## config.mk

```make
export PLATFORM = sky130hd
export DESIGN_NAME = longest_line_run_finder_unit
export DESIGN_NICKNAME = d
export VERILOG_FILES = /design/src/rtl/lrf_pkg.sv /design/src/rtl/lrf_col_mem.sv /design/src/rtl/lrf_best.sv /design/src/rtl/longest_line_run_finder_unit.sv
export SDC_FILE = /design/constraint.sdc
export NUM_CORES = 2
export LEC_CHECK = 0
export BUFFER_PORTS_ARGS = -buffer_cell sky130_fd_sc_hd__buf_2
export CAP_MARGIN = 20
export CORE_UTILIZATION = 60
export CTS_CLUSTER_SIZE = 8
export DETAILED_ROUTE_END_ITERATION = 12
export PLACE_DENSITY = 0.76
export SYNTH_ARGS = -nofsm -noshare
export SYNTH_HDL_FRONTEND = slang
export SYNTH_SLANG_ARGS = --single-unit
export TNS_END_PERCENT = 5
```

## constraint.sdc

```tcl
create_clock -name clk -period 15.2 [get_ports clk]
set_input_delay 1.52 -clock clk [delete_from_list [all_inputs] [get_ports clk]]
set_output_delay 1.52 -clock clk [all_outputs]
set_load 0.1 [all_outputs]
```

## src/rtl/lrf_pkg.sv

```systemverilog
// Package for the longest line run finder.
// Holds shared widths, register indexes, direction codes and the stage structs.
// No dependencies.
`default_nettype none
package lrf_pkg;

  localparam int DEF_MAX_ROWS = 256;
  localparam int DEF_MAX_COLS = 256;
  localparam int HW_LIMIT     = 256;

  localparam int LEN_W   = 9;
  localparam int COORD_W = 8;
  localparam int CFG_IDX_W = 2;

  localparam logic [CFG_IDX_W-1:0] CFG_DIRECTION    = 2'd0;
  localparam logic [CFG_IDX_W-1:0] CFG_ROW_COUNT    = 2'd1;
  localparam logic [CFG_IDX_W-1:0] CFG_COLUMN_COUNT = 2'd2;

  localparam logic DIR_HORIZONTAL = 1'b0;
  localparam logic DIR_VERTICAL   = 1'b1;

  typedef struct packed {
    logic               px;
    logic               dir;
    logic [LEN_W-1:0]   hl;
    logic [LEN_W-1:0]   vl;
    logic [COORD_W-1:0] row;
    logic [COORD_W-1:0] col;
  } cand_t;

  typedef struct packed {
    logic [LEN_W-1:0]   len;
    logic [COORD_W-1:0] sr;
    logic [COORD_W-1:0] sc;
    logic [COORD_W-1:0] er;
    logic [COORD_W-1:0] ec;
  } run_t;

endpackage
`default_nettype wire

```

## src/rtl/lrf_col_mem.sv

```systemverilog
// Column run length memory: one write port, one registered read port.
// Depends on nothing.
`default_nettype none
module lrf_col_mem #(
  parameter int DEPTH = 256,
  parameter int AW    = 8,
  parameter int DW    = 9
) (
  input  wire logic          clk,
  input  wire logic          wr_en,
  input  wire logic [AW-1:0] wr_addr,
  input  wire logic [DW-1:0] wr_data,
  input  wire logic          rd_en,
  input  wire logic [AW-1:0] rd_addr,
  output logic      [DW-1:0] rd_data
);

  logic [DW-1:0] mem [0:DEPTH-1];
  logic [DW-1:0] rd_data_r;

  always_ff @(posedge clk) begin
    if (wr_en) begin
      mem[wr_addr] <= wr_data;
    end
  end

  always_ff @(posedge clk) begin
    if (rd_en) begin
      rd_data_r <= mem[rd_addr];
    end
  end

  assign rd_data = rd_data_r;

endmodule
`default_nettype wire

```

## src/rtl/lrf_best.sv

```systemverilog
// Best run register with the compare that merges one candidate per pixel.
// Depends on lrf_pkg.
`default_nettype none
module lrf_best (
  input  wire logic          clk,
  input  wire logic          rst_n,
  input  wire logic          fire,
  input  wire logic          last,
  input  wire lrf_pkg::cand_t cand,
  output      lrf_pkg::run_t  merged
);
  import lrf_pkg::*;

  run_t best_r;
  run_t best_nxt;
  logic [LEN_W-1:0]   sc_h;
  logic [LEN_W-1:0]   sr_v;
  logic               take_v;

  always_comb begin
    sc_h = {1'b0, cand.col} + LEN_W'(1) - cand.hl;
    sr_v = {1'b0, cand.row} + LEN_W'(1) - cand.vl;
    take_v = (cand.vl > best_r.len) ||
             ((cand.vl == best_r.len) &&
              ((cand.col < best_r.sc) ||
               ((cand.col == best_r.sc) && (sr_v[COORD_W-1:0] < best_r.sr))));
    merged = best_r;
    if (cand.px) begin
      if (cand.dir == DIR_HORIZONTAL) begin
        if (cand.hl > best_r.len) begin
          merged.len = cand.hl;
          merged.sr  = cand.row;
          merged.sc  = sc_h[COORD_W-1:0];
          merged.er  = cand.row;
          merged.ec  = cand.col;
        end
      end else if (take_v) begin
        merged.len = cand.vl;
        merged.sr  = sr_v[COORD_W-1:0];
        merged.sc  = cand.col;
        merged.er  = cand.row;
        merged.ec  = cand.col;
      end
    end
    best_nxt = last ? '0 : merged;
  end

  always_ff @(posedge clk) begin
    if (!rst_n) begin
      best_r <= '0;
    end else if (fire) begin
      best_r <= best_nxt;
    end
  end

endmodule
`default_nettype wire

```

## src/rtl/longest_line_run_finder_unit.sv

```systemverilog
// Longest line run finder, top level: position counters, read stage, run update
// stage, column memory and result register. Depends on lrf_pkg, lrf_col_mem,
// lrf_best.
//
// Usage: configure direction, row_count and column_count on the cfg channel
// (always ready) while no image is in flight. Stream one pixel per transfer in
// row-major order on the in channel. After the last pixel of an image one
// result transfer appears on the out channel: found, run length and the first
// and last pixel of the longest run of ones.
// Throughput: one pixel per cycle while in_ready is high. Each pixel reads its
// column's run length from the column memory in the cycle it is accepted,
// updates it in the run update stage and writes it back; back-to-back pixels in
// the same column are forwarded. The result register and out_valid are loaded
// when the last pixel leaves the run update stage.
// Reset: counters, best run and out_valid are cleared, registers return to
// horizontal 256 x 256. The column memory is not cleared; row 0 writes it.
// Stall: a waiting result does not stop pixel input; only when the next
// image's last pixel reaches the update stage with the result still untaken
// does in_ready drop until out_ready is seen.
`default_nettype none
module longest_line_run_finder_unit #(
  parameter int MAX_ROWS = lrf_pkg::DEF_MAX_ROWS,
  parameter int MAX_COLS = lrf_pkg::DEF_MAX_COLS
) (
  input  wire logic                          clk,
  input  wire logic                          rst_n,
  input  wire logic                          cfg_valid,
  output      logic                          cfg_ready,
  input  wire logic [lrf_pkg::CFG_IDX_W-1:0] cfg_index,
  input  wire logic [lrf_pkg::LEN_W-1:0]     cfg_data,
  input  wire logic                          in_valid,
  output      logic                          in_ready,
  input  wire logic                          in_pixel,
  output      logic                          out_valid,
  input  wire logic                          out_ready,
  output      logic                          out_found,
  output      logic [lrf_pkg::LEN_W-1:0]     out_run_length,
  output      logic [lrf_pkg::COORD_W-1:0]   out_start_row,
  output      logic [lrf_pkg::COORD_W-1:0]   out_start_col,
  output      logic [lrf_pkg::COORD_W-1:0]   out_end_row,
  output      logic [lrf_pkg::COORD_W-1:0]   out_end_col
);
  import lrf_pkg::*;

  localparam int ROW_LIM = (MAX_ROWS < HW_LIMIT) ? MAX_ROWS : HW_LIMIT;
  localparam int COL_LIM = (MAX_COLS < HW_LIMIT) ? MAX_COLS : HW_LIMIT;
  localparam int COL_AW  = (COL_LIM > 1) ? $clog2(COL_LIM) : 1;

  logic               dir_r;
  logic [LEN_W-1:0]   row_cnt_cfg_r;
  logic [LEN_W-1:0]   col_cnt_cfg_r;

  logic [COORD_W-1:0] row_cnt_r, row_cnt_nxt;
  logic [COORD_W-1:0] col_cnt_r, col_cnt_nxt;
  logic [LEN_W-1:0]   nr, nc;
  logic [COORD_W-1:0] r0, c0;
  logic [LEN_W-1:0]   c0_inc, r0_inc;
  logic               last0;
  logic               in_fire;

  logic               s1_valid_r;
  logic               s1_px_r;
  logic               s1_last_r;
  logic [COORD_W-1:0] s1_row_r;
  logic [COORD_W-1:0] s1_col_r;
  logic               fwd_sel_r;
  logic [LEN_W-1:0]   fwd_val_r;
  logic               s1_fire;
  logic               stall;

  logic [LEN_W-1:0]   row_run_r;
  logic [LEN_W-1:0]   rd_data;
  logic [LEN_W-1:0]   prev_v;
  logic [LEN_W:0]     hl_sum, vl_sum;
  logic [LEN_W-1:0]   hl, vl;
  cand_t              cand;
  run_t               merged;

  logic               out_valid_r;
  run_t               out_run_r;

  // configuration
  assign cfg_ready = 1'b1;

  always_ff @(posedge clk) begin
    if (!rst_n) begin
      dir_r         <= DIR_HORIZONTAL;
      row_cnt_cfg_r <= LEN_W'(HW_LIMIT);
      col_cnt_cfg_r <= LEN_W'(HW_LIMIT);
    end else if (cfg_valid) begin
      case (cfg_index)
        CFG_DIRECTION:    dir_r         <= cfg_data[0];
        CFG_ROW_COUNT:    row_cnt_cfg_r <= cfg_data;
        CFG_COLUMN_COUNT: col_cnt_cfg_r <= cfg_data;
        default:          ;
      endcase
    end
  end

  // position stage
  always_comb begin
    nr = (row_cnt_cfg_r == '0) ? LEN_W'(1) :
         (row_cnt_cfg_r > LEN_W'(ROW_LIM)) ? LEN_W'(ROW_LIM) : row_cnt_cfg_r;
    nc = (col_cnt_cfg_r == '0) ? LEN_W'(1) :
         (col_cnt_cfg_r > LEN_W'(COL_LIM)) ? LEN_W'(COL_LIM) : col_cnt_cfg_r;
    r0 = ({1'b0, row_cnt_r} < nr) ? row_cnt_r : COORD_W'(nr - LEN_W'(1));
    c0 = ({1'b0, col_cnt_r} < nc) ? col_cnt_r : COORD_W'(nc - LEN_W'(1));
    c0_inc = {1'b0, c0} + LEN_W'(1);
    r0_inc = {1'b0, r0} + LEN_W'(1);
    last0 = 1'b0;
    if (c0_inc < nc) begin
      col_cnt_nxt = c0_inc[COORD_W-1:0];
      row_cnt_nxt = r0;
    end else if (r0_inc < nr) begin
      col_cnt_nxt = '0;
      row_cnt_nxt = r0_inc[COORD_W-1:0];
    end else begin
      col_cnt_nxt = '0;
      row_cnt_nxt = '0;
      last0       = 1'b1;
    end
  end

  assign stall    = s1_valid_r && s1_last_r && out_valid_r && !out_ready;
  assign in_ready = !stall;
  assign in_fire  = in_valid && in_ready;
  assign s1_fire  = s1_valid_r && !stall;

  always_ff @(posedge clk) begin
    if (!rst_n) begin
      row_cnt_r  <= '0;
      col_cnt_r  <= '0;
      s1_valid_r <= 1'b0;
    end else begin
      if (in_fire) begin
        row_cnt_r <= row_cnt_nxt;
        col_cnt_r <= col_cnt_nxt;
      end
      if (!stall) begin
        s1_valid_r <= in_fire;
      end
    end
  end

  always_ff @(posedge clk) begin
    if (in_fire) begin
      s1_px_r   <= in_pixel;
      s1_last_r <= last0;
      s1_row_r  <= r0;
      s1_col_r  <= c0;
      fwd_sel_r <= s1_fire && (s1_col_r == c0);
      fwd_val_r <= vl;
    end
  end

  lrf_col_mem #(
    .DEPTH (COL_LIM),
    .AW    (COL_AW),
    .DW    (LEN_W)
  ) u_col_mem (
    .clk     (clk),
    .wr_en   (s1_fire),
    .wr_addr (s1_col_r[COL_AW-1:0]),
    .wr_data (vl),
    .rd_en   (in_fire),
    .rd_addr (c0[COL_AW-1:0]),
    .rd_data (rd_data)
  );

  // run update stage
  always_comb begin
    prev_v = fwd_sel_r ? fwd_val_r : rd_data;
    hl_sum = {1'b0, row_run_r} + (LEN_W+1)'(1);
    vl_sum = {1'b0, prev_v} + (LEN_W+1)'(1);
    if (!s1_px_r) begin
      hl = '0;
    end else if (s1_col_r == '0) begin
      hl = LEN_W'(1);
    end else if (hl_sum > {2'b00, s1_col_r} + (LEN_W+1)'(1)) begin
      hl = {1'b0, s1_col_r} + LEN_W'(1);
    end else begin
      hl = hl_sum[LEN_W-1:0];
    end
    if (!s1_px_r) begin
      vl = '0;
    end else if (s1_row_r == '0) begin
      vl = LEN_W'(1);
    end else if (vl_sum > {2'b00, s1_row_r} + (LEN_W+1)'(1)) begin
      vl = {1'b0, s1_row_r} + LEN_W'(1);
    end else begin
      vl = vl_sum[LEN_W-1:0];
    end
    cand.px  = s1_px_r;
    cand.dir = dir_r;
    cand.hl  = hl;
    cand.vl  = vl;
    cand.row = s1_row_r;
    cand.col = s1_col_r;
  end

  always_ff @(posedge clk) begin
    if (!rst_n) begin
      row_run_r <= '0;
    end else if (s1_fire) begin
      row_run_r <= s1_last_r ? '0 : hl;
    end
  end

  lrf_best u_best (
    .clk    (clk),
    .rst_n  (rst_n),
    .fire   (s1_fire),
    .last   (s1_last_r),
    .cand   (cand),
    .merged (merged)
  );

  // result register
  always_ff @(posedge clk) begin
    if (!rst_n) begin
      out_valid_r <= 1'b0;
    end else if (s1_fire && s1_last_r) begin
      out_valid_r <= 1'b1;
    end else if (out_ready) begin
      out_valid_r <= 1'b0;
    end
  end

  always_ff @(posedge clk) begin
    if (s1_fire && s1_last_r) begin
      out_run_r <= merged;
    end
  end

  assign out_valid      = out_valid_r;
  assign out_found      = (out_run_r.len != '0);
  assign out_run_length = out_run_r.len;
  assign out_start_row  = out_run_r.sr;
  assign out_start_col  = out_run_r.sc;
  assign out_end_row    = out_run_r.er;
  assign out_end_col    = out_run_r.ec;

endmodule
`default_nettype wire

```

* Yosys cells after proc, flatten, opt, wreduce, memory -nomap -nowiden *
Memories as Yosys holds them, arrays and structs flattened. A register that Yosys moved wholly into a read port is not among the register bits.
Cells that the tools add are included.
Widths: inputs -> output; s select.

operators by class
  multiplexer cells = 27
  bitwise gates (word level) = 0
  magnitude comparators = 12
  shift operators = 0
  div/mod/pow operators = 0
  reduce and logical (&&, ||, !) cells = 23
  eq/ne operators = 5
  multipliers = 0
  add/subtract/negate cells = 12

operators with widths
  cell                  count
  $mux 41               5
  $mux 9                12
  $add 8x1->9 const B   6
  $mux 8                5
  $add 9x1->10 const B  2
  $gt 10x9->1           2
  $gt 9x9->1            2
  $gt 9x9->1 const B    2
  $logic_not 9->1       2
  $lt 8x9->1            2
  $lt 9x9->1            2
  $eq 8x8->1            2
  $logic_not 8->1       2
  $lt 8x8->1            2
  $sub 8x1->8 const B   2
  $sub 8x8->8           2
  $eq 9x9->1            1
  $logic_and 1x1->1     9
  $reduce_bool 9->1     1
  $reduce_and 2->1      3
  $mux 1                5
  $eq 2x1->1 const B    1
  $eq 2x2->1 const B    1
  $logic_not 1->1       2
  other kinds (3)       4

word-level totals
  memories kept = 1
  bits in writable memories = 2,304
  bits in read-only memories = 0
  output and inout port bits = 45
  latch bits = 0
  bits in registers = 156
  logic and storage cells = 104
  bits of input ports = 17

memories
  memory         depth  width  rd ports  clocked after memory_dff  write ports  RTL line           text
  u_col_mem.mem  256    9      1         1                         1            lrf_col_mem.sv:18  logic [DW-1:0] mem [0:DEPTH-1];

* Depth between registers and ports, before layout *
  depth in word-level cells = 16
  gate-level depth with buffers = 36
  mapped depth without buffers = 32

* By module *
Synthesis repeated with hierarchy kept, for this count alone.

unflattened totals
  cell total of the unflattened synthesis = 5,467
  area, all modules = 100,721.6 µm²

by module, submodules not included
  module                        instances  cells each  sequential area each (µm²)  area an instance (µm²)
  lrf_col_mem                   1          4,237       69,456.6                    89,368.2
  longest_line_run_finder_unit  1          792         2,992.9                     7,554.7
  lrf_best                      1          438         820.8                       3,798.6

* Least setup slack after synthesis *
No wires, ideal clock.

  kind = reg2reg
  start = register fwd_sel_r
  end = register out_run_r (netlist bit out_end_row[1]), data pin
  slack = 1.937 ns
  arrival = 13.003 ns
  data required time = 14.940 ns
  library setup time = 0.260 ns
  path buffers = 4
  period minus slack after synthesis = 13.263 ns
  cell stages (with the launch flop) = 34
  path through = edfxtp_1 -> clkbuf_1 -> clkbuf_1 -> mux2i_1 -> nor2_1 -> nand3_1 -> xor2_1 -> ha_1 -> o21a_1 -> nor2_1 -> a2111o_1 -> o211ai_1 -> mux2i_1 -> nor2_1 -> inv_1 -> ha_1 -> nor2b_1 -> o21ai_0 -> nand2b_1 -> a21o_1 -> a21o_1 -> a21o_1 -> a21oi_1 -> xor2_1 -> ha_1 -> nand2_1 -> nand3_1 -> nor4_1 -> a221oi_1 -> a21oi_1 -> o21ba_2 -> clkbuf_1 -> buf_1 -> mux2_2

RTL lines
  element                   RTL line                             text
  start: declaration        longest_line_run_finder_unit.sv:66   logic fwd_sel_r;
  start signal: assignment  longest_line_run_finder_unit.sv:151  fwd_sel_r <= s1_fire && (s1_col_r == c0);
  end signal: assignment    longest_line_run_finder_unit.sv:231  out_run_r <= merged;
  end: declaration          longest_line_run_finder_unit.sv:80   run_t out_run_r;

==> summary.md <==
| Metric | Value |
|---|---|
| CTS buffer count | between 300 and 400 |
| Largest net degree at the start of global routing | roughly 180 |
| Post-synthesis sequential area ratio | between 70% and 80% |
| FILL cells | roughly 11,000 |
| Initial Util | between 60% and 70% |
| Post-synthesis compound-gate area fraction | just over 8% |
| Top cell type's share of synthesized area | a little over two thirds |
| Skew-Pair Late Insertion Delay | between 0.9 and 1 ns |
| Seq pwr share | between 40% and 50% |
| CP Capture Type | register |
| Final setup violation count | 0 |
| Most used DFF post-synth | edfxtp_1 |
| Clk slew on worst S/H paths | ~0.060 ns |
| CP Class | reg2reg |
| Worst Setup Start Kind | register |
| Synth Area in Adders | under 10% |
| Cells after Synth | 7,468 |
| Congestion Overflow GR | 0 |
| Status | finished clean |
| Post-synthesis cell type count | slightly above 90 |
| Die Wd | around 420 um |
| Sw Pwr | about 5600 uW |
| Overall die height | around 420 um |
| WP data arrival | approximately 9.5 ns |
| Sequential cell area | roughly 0.073 mm^2 |
| Worst path most repeated cell | nand2_1 |
| Row cnt | ~150 |
| Gate power share | between 20% and 30% |
| First-pass GRT wire length | 459,000 um |
| Fmax | ~120 MHz |
| Hpwl dp | 188,000 um |
| RSZ-0062 raised after global routing | no |
| EDFF count, synth | 2,382 |
| Footprint of the multi-input gates | ~0.027 mm^2 |
| Worst setup path endpoint | u_best.best_r[4] |
| Synth Area in XOR/XNOR | 0.539% |
| Sw Share | around 30% |
| Crit path max fanout | 183 |
| Max IR drop VDD | 129 uV |
| Period minus WS final | around 8.6 ns |
| Simple-gate share of the synthesized area | between 10 and 15% |
| R2R cell count | 32 |
| TritonCTS clock tree | yes |
| Final Net Count | between 7,000 and 8,000 |
| Placer Congestion | approximately 0.97 |
| Buffers on Ports | 60 |
| Most frequent cells in the layout | 2,382 x edfxtp_1, 1,436 x nand2_1, 441 x nand3_1 |
| Setup TNS | 0 ns |
| Die area | ~0.17 mm^2 |
| Largest family of logic cells by synthesized area | simple AND/OR/NAND/NOR gates |
| Synth Area per Inst | approximately 14 um^2 |
| Share of cells above drive strength 1 | under 10% |
| Register bit count reported by yosys | 2,469 |
| CP max stage delay | 0.81 ns |
| Gr usage total | a little under two fifths |
| Post-CTS sizing | 0 |
| Count of pins over their slew limit | 0 |
| Post-CTS setup buffer count | 0 |
| RR Endpoint | u_best.best_r[4] |
| Crit path launch | fwd_sel_r |
| Post-DR vias/cell | a little over 7 |
| Root Buffer Master | clkbuf_16 |
| P&R area growth vs syn | 11.7% |
| Top cells by area, synth | edfxtp_1 70%, nand2_1 5.3%, mux2i_1 3.5%, nand3_1 2.2%, dfxtp_1 1.7% |
| Pleak | 0.0393 uW |
| FF-to-FF Start | fwd_sel_r |
| CP max-delay cell | inv_8 |
| H-tree depth | 5 |
| CORE AREA | approximately 0.17 mm^2 |
| Worst min path class | reg2reg |
| Drt total wl | 323,000 um |
| Bufs on Longest Clock Path | 4 |
| CTS Sinks | around 2,500 |
| Final cycle utilization of the critical path | approximately 57% |
| Hold path depth | 1 |
| Internal power | 13,200 uW |
| Clk_skew | roughly 0.065 ns |
| Initial antenna violation count | 19 |
| Ys async rst share | 0% |
| Hold WS | about 0.47 ns |
| Slew headroom | between 4 and 5% |
| Most common cell after layout, fill and taps aside | edfxtp_1 |
| Hold-fix buffers, CTS | 0 |
| Most area-hungry cell type in the Yosys netlist | edfxtp_1 |
| Vias | around 70,000 |
| I/O pin total | between 60 and 70 |
| Routed wire per std cell | about 33 um |
| Antenna viol nets, final | 0 |
| Synth warn | 0 |
| Power per Cell Area | 164 mW/mm^2 |
| Worst Tran Pin Value | ~1.4 ns |
| Max Cap Violations | 0 |
| First-pass iteration count of the detailed router | 7 |
| Vias in the first global route | between 60,000 and 70,000 |
| Initial DRC count | 12,155 |
| Clk pwr share | between 30% and 40% |
| Reg2reg setup slack | about 6.6 ns |
| Worst EP required | about 16 ns |
| Mux cell area share after synthesis | around 5.1% |
| Synthesized cell area | roughly 0.10 mm^2 |
| Mapped Nets | 7,594 |
| Final number of hold-violating endpoints | 0 |
| # DRC | 0 |
-- critical path, delay by kind of cell, from the launching register on --
family | cells | cell delay, ns
adders and majority gates | 3 | 0.99
muxes | 1 | 0.32
AOI/OAI and AO/OA | 11 | 2.56
DFF | 1 | 0.73
buffers and inverters | 1 | 0.81
xor gates and xnor gates | 2 | 0.45
and+or+nand+nor | 14 | 2.62
-- registers in the layout, summed over array words and instances (netlist names), 9 cells and up --
signal,count
out_run_length,9
u_best.best_r,41
row_cnt_cfg_r,9
fwd_val_r,9
u_col_mem.rd_data,9
col_cnt_cfg_r,9
u_col_mem.mem,2304
row_run_r,9
-- how the worst min path moves through the flow --
stage / from / end / slack (ns)
global route: u_best.best_r[9] / u_best.best_r[9] / 0.49
global placement: u_best.best_r[31] / u_best.best_r[31] / 0.45
floorplan: u_best.best_r[10] / u_best.best_r[10] / 0.44
detailed placement: u_best.best_r[12] / u_best.best_r[12] / 0.46
finish: u_best.best_r[31] / u_best.best_r[31] / 0.47
CTS: u_best.best_r[12] / u_best.best_r[12] / 0.47
-- power by group through the flow --
stage	registers, uW	logic, uW	clock network, uW
finish	8080	3760	6950
global route	8080	3860	7200
CTS	8080	3600	6930
floorplan	8330	2150	0
detailed placement	8200	3580	0
global placement	8200	3490	0
-- stage by stage --
stage          cells  instance area [um^2]  utilization, %  setup slack (ns)  total power (uW)
6_report        9884                114000            67.5              6.57             18800
5_1_grt         9860                114000            67.4              5.99             19100
4_1_cts         9849                114000            67.4              6.56             18600
3_5_place_dp    9430                105000            61.8              6.61             11800
3_3_place_gp    9428                105000            61.8              6.55             11700
2_1_floorplan   7468                102000               -              1.94             10500
-- synth_stat cells (all sizes together) (35+ instances only) --
cell,instances
a22oi,47
nand3,444
dfxtp,87
nand2,1440
nor3,77
edfxtp,2382
a211oi,42
nor2,431
clkbuf,172
nor4,39
inv,89
a31oi,84
mux4,58
o21ai,145
buf,293
a221oi,35
and3,40
ha,107
mux2i,357
a21oi,325
a32oi,38
xnor2,42
o221ai,61
o22ai,91
a2111oi,44
nand4,42
-- routing by layer --
| layer | vias up | global-route usage, % | routed length [um] |
|---|---|---|---|
| li1 | 28429 | - | - |
| met2 | 6161 | 53.4 | 140000 |
| met1 | 33778 | 48.2 | 110000 |
| met5 | - | 0.806 | 288 |
| met3 | 1210 | 13.3 | 50900 |
| met4 | 14 | 22.1 | 21800 |
-- layout make-up --
class	count	share of cell area (%)
clock buffers	408	8.17
clock inverters	11	0.0689
well taps	2218	2.43
multi-input cells	4442	23.4
diodes	24	0.0525
repair buffers	220	1.43
flip-flops and latches	2469	64.1
inverters	92	0.375
-- cells by family (layout without fill, tap and decap cells) --
family	after synthesis	in the layout
simple gates	2618	2618
flops	2469	2469
compound gates	1205	1205
buf+inv	557	731
mux	446	446
fa+ha+maj	109	109
xor+xnor	63	63
other cells	1	25
Power figures use the tool's default switching activity.
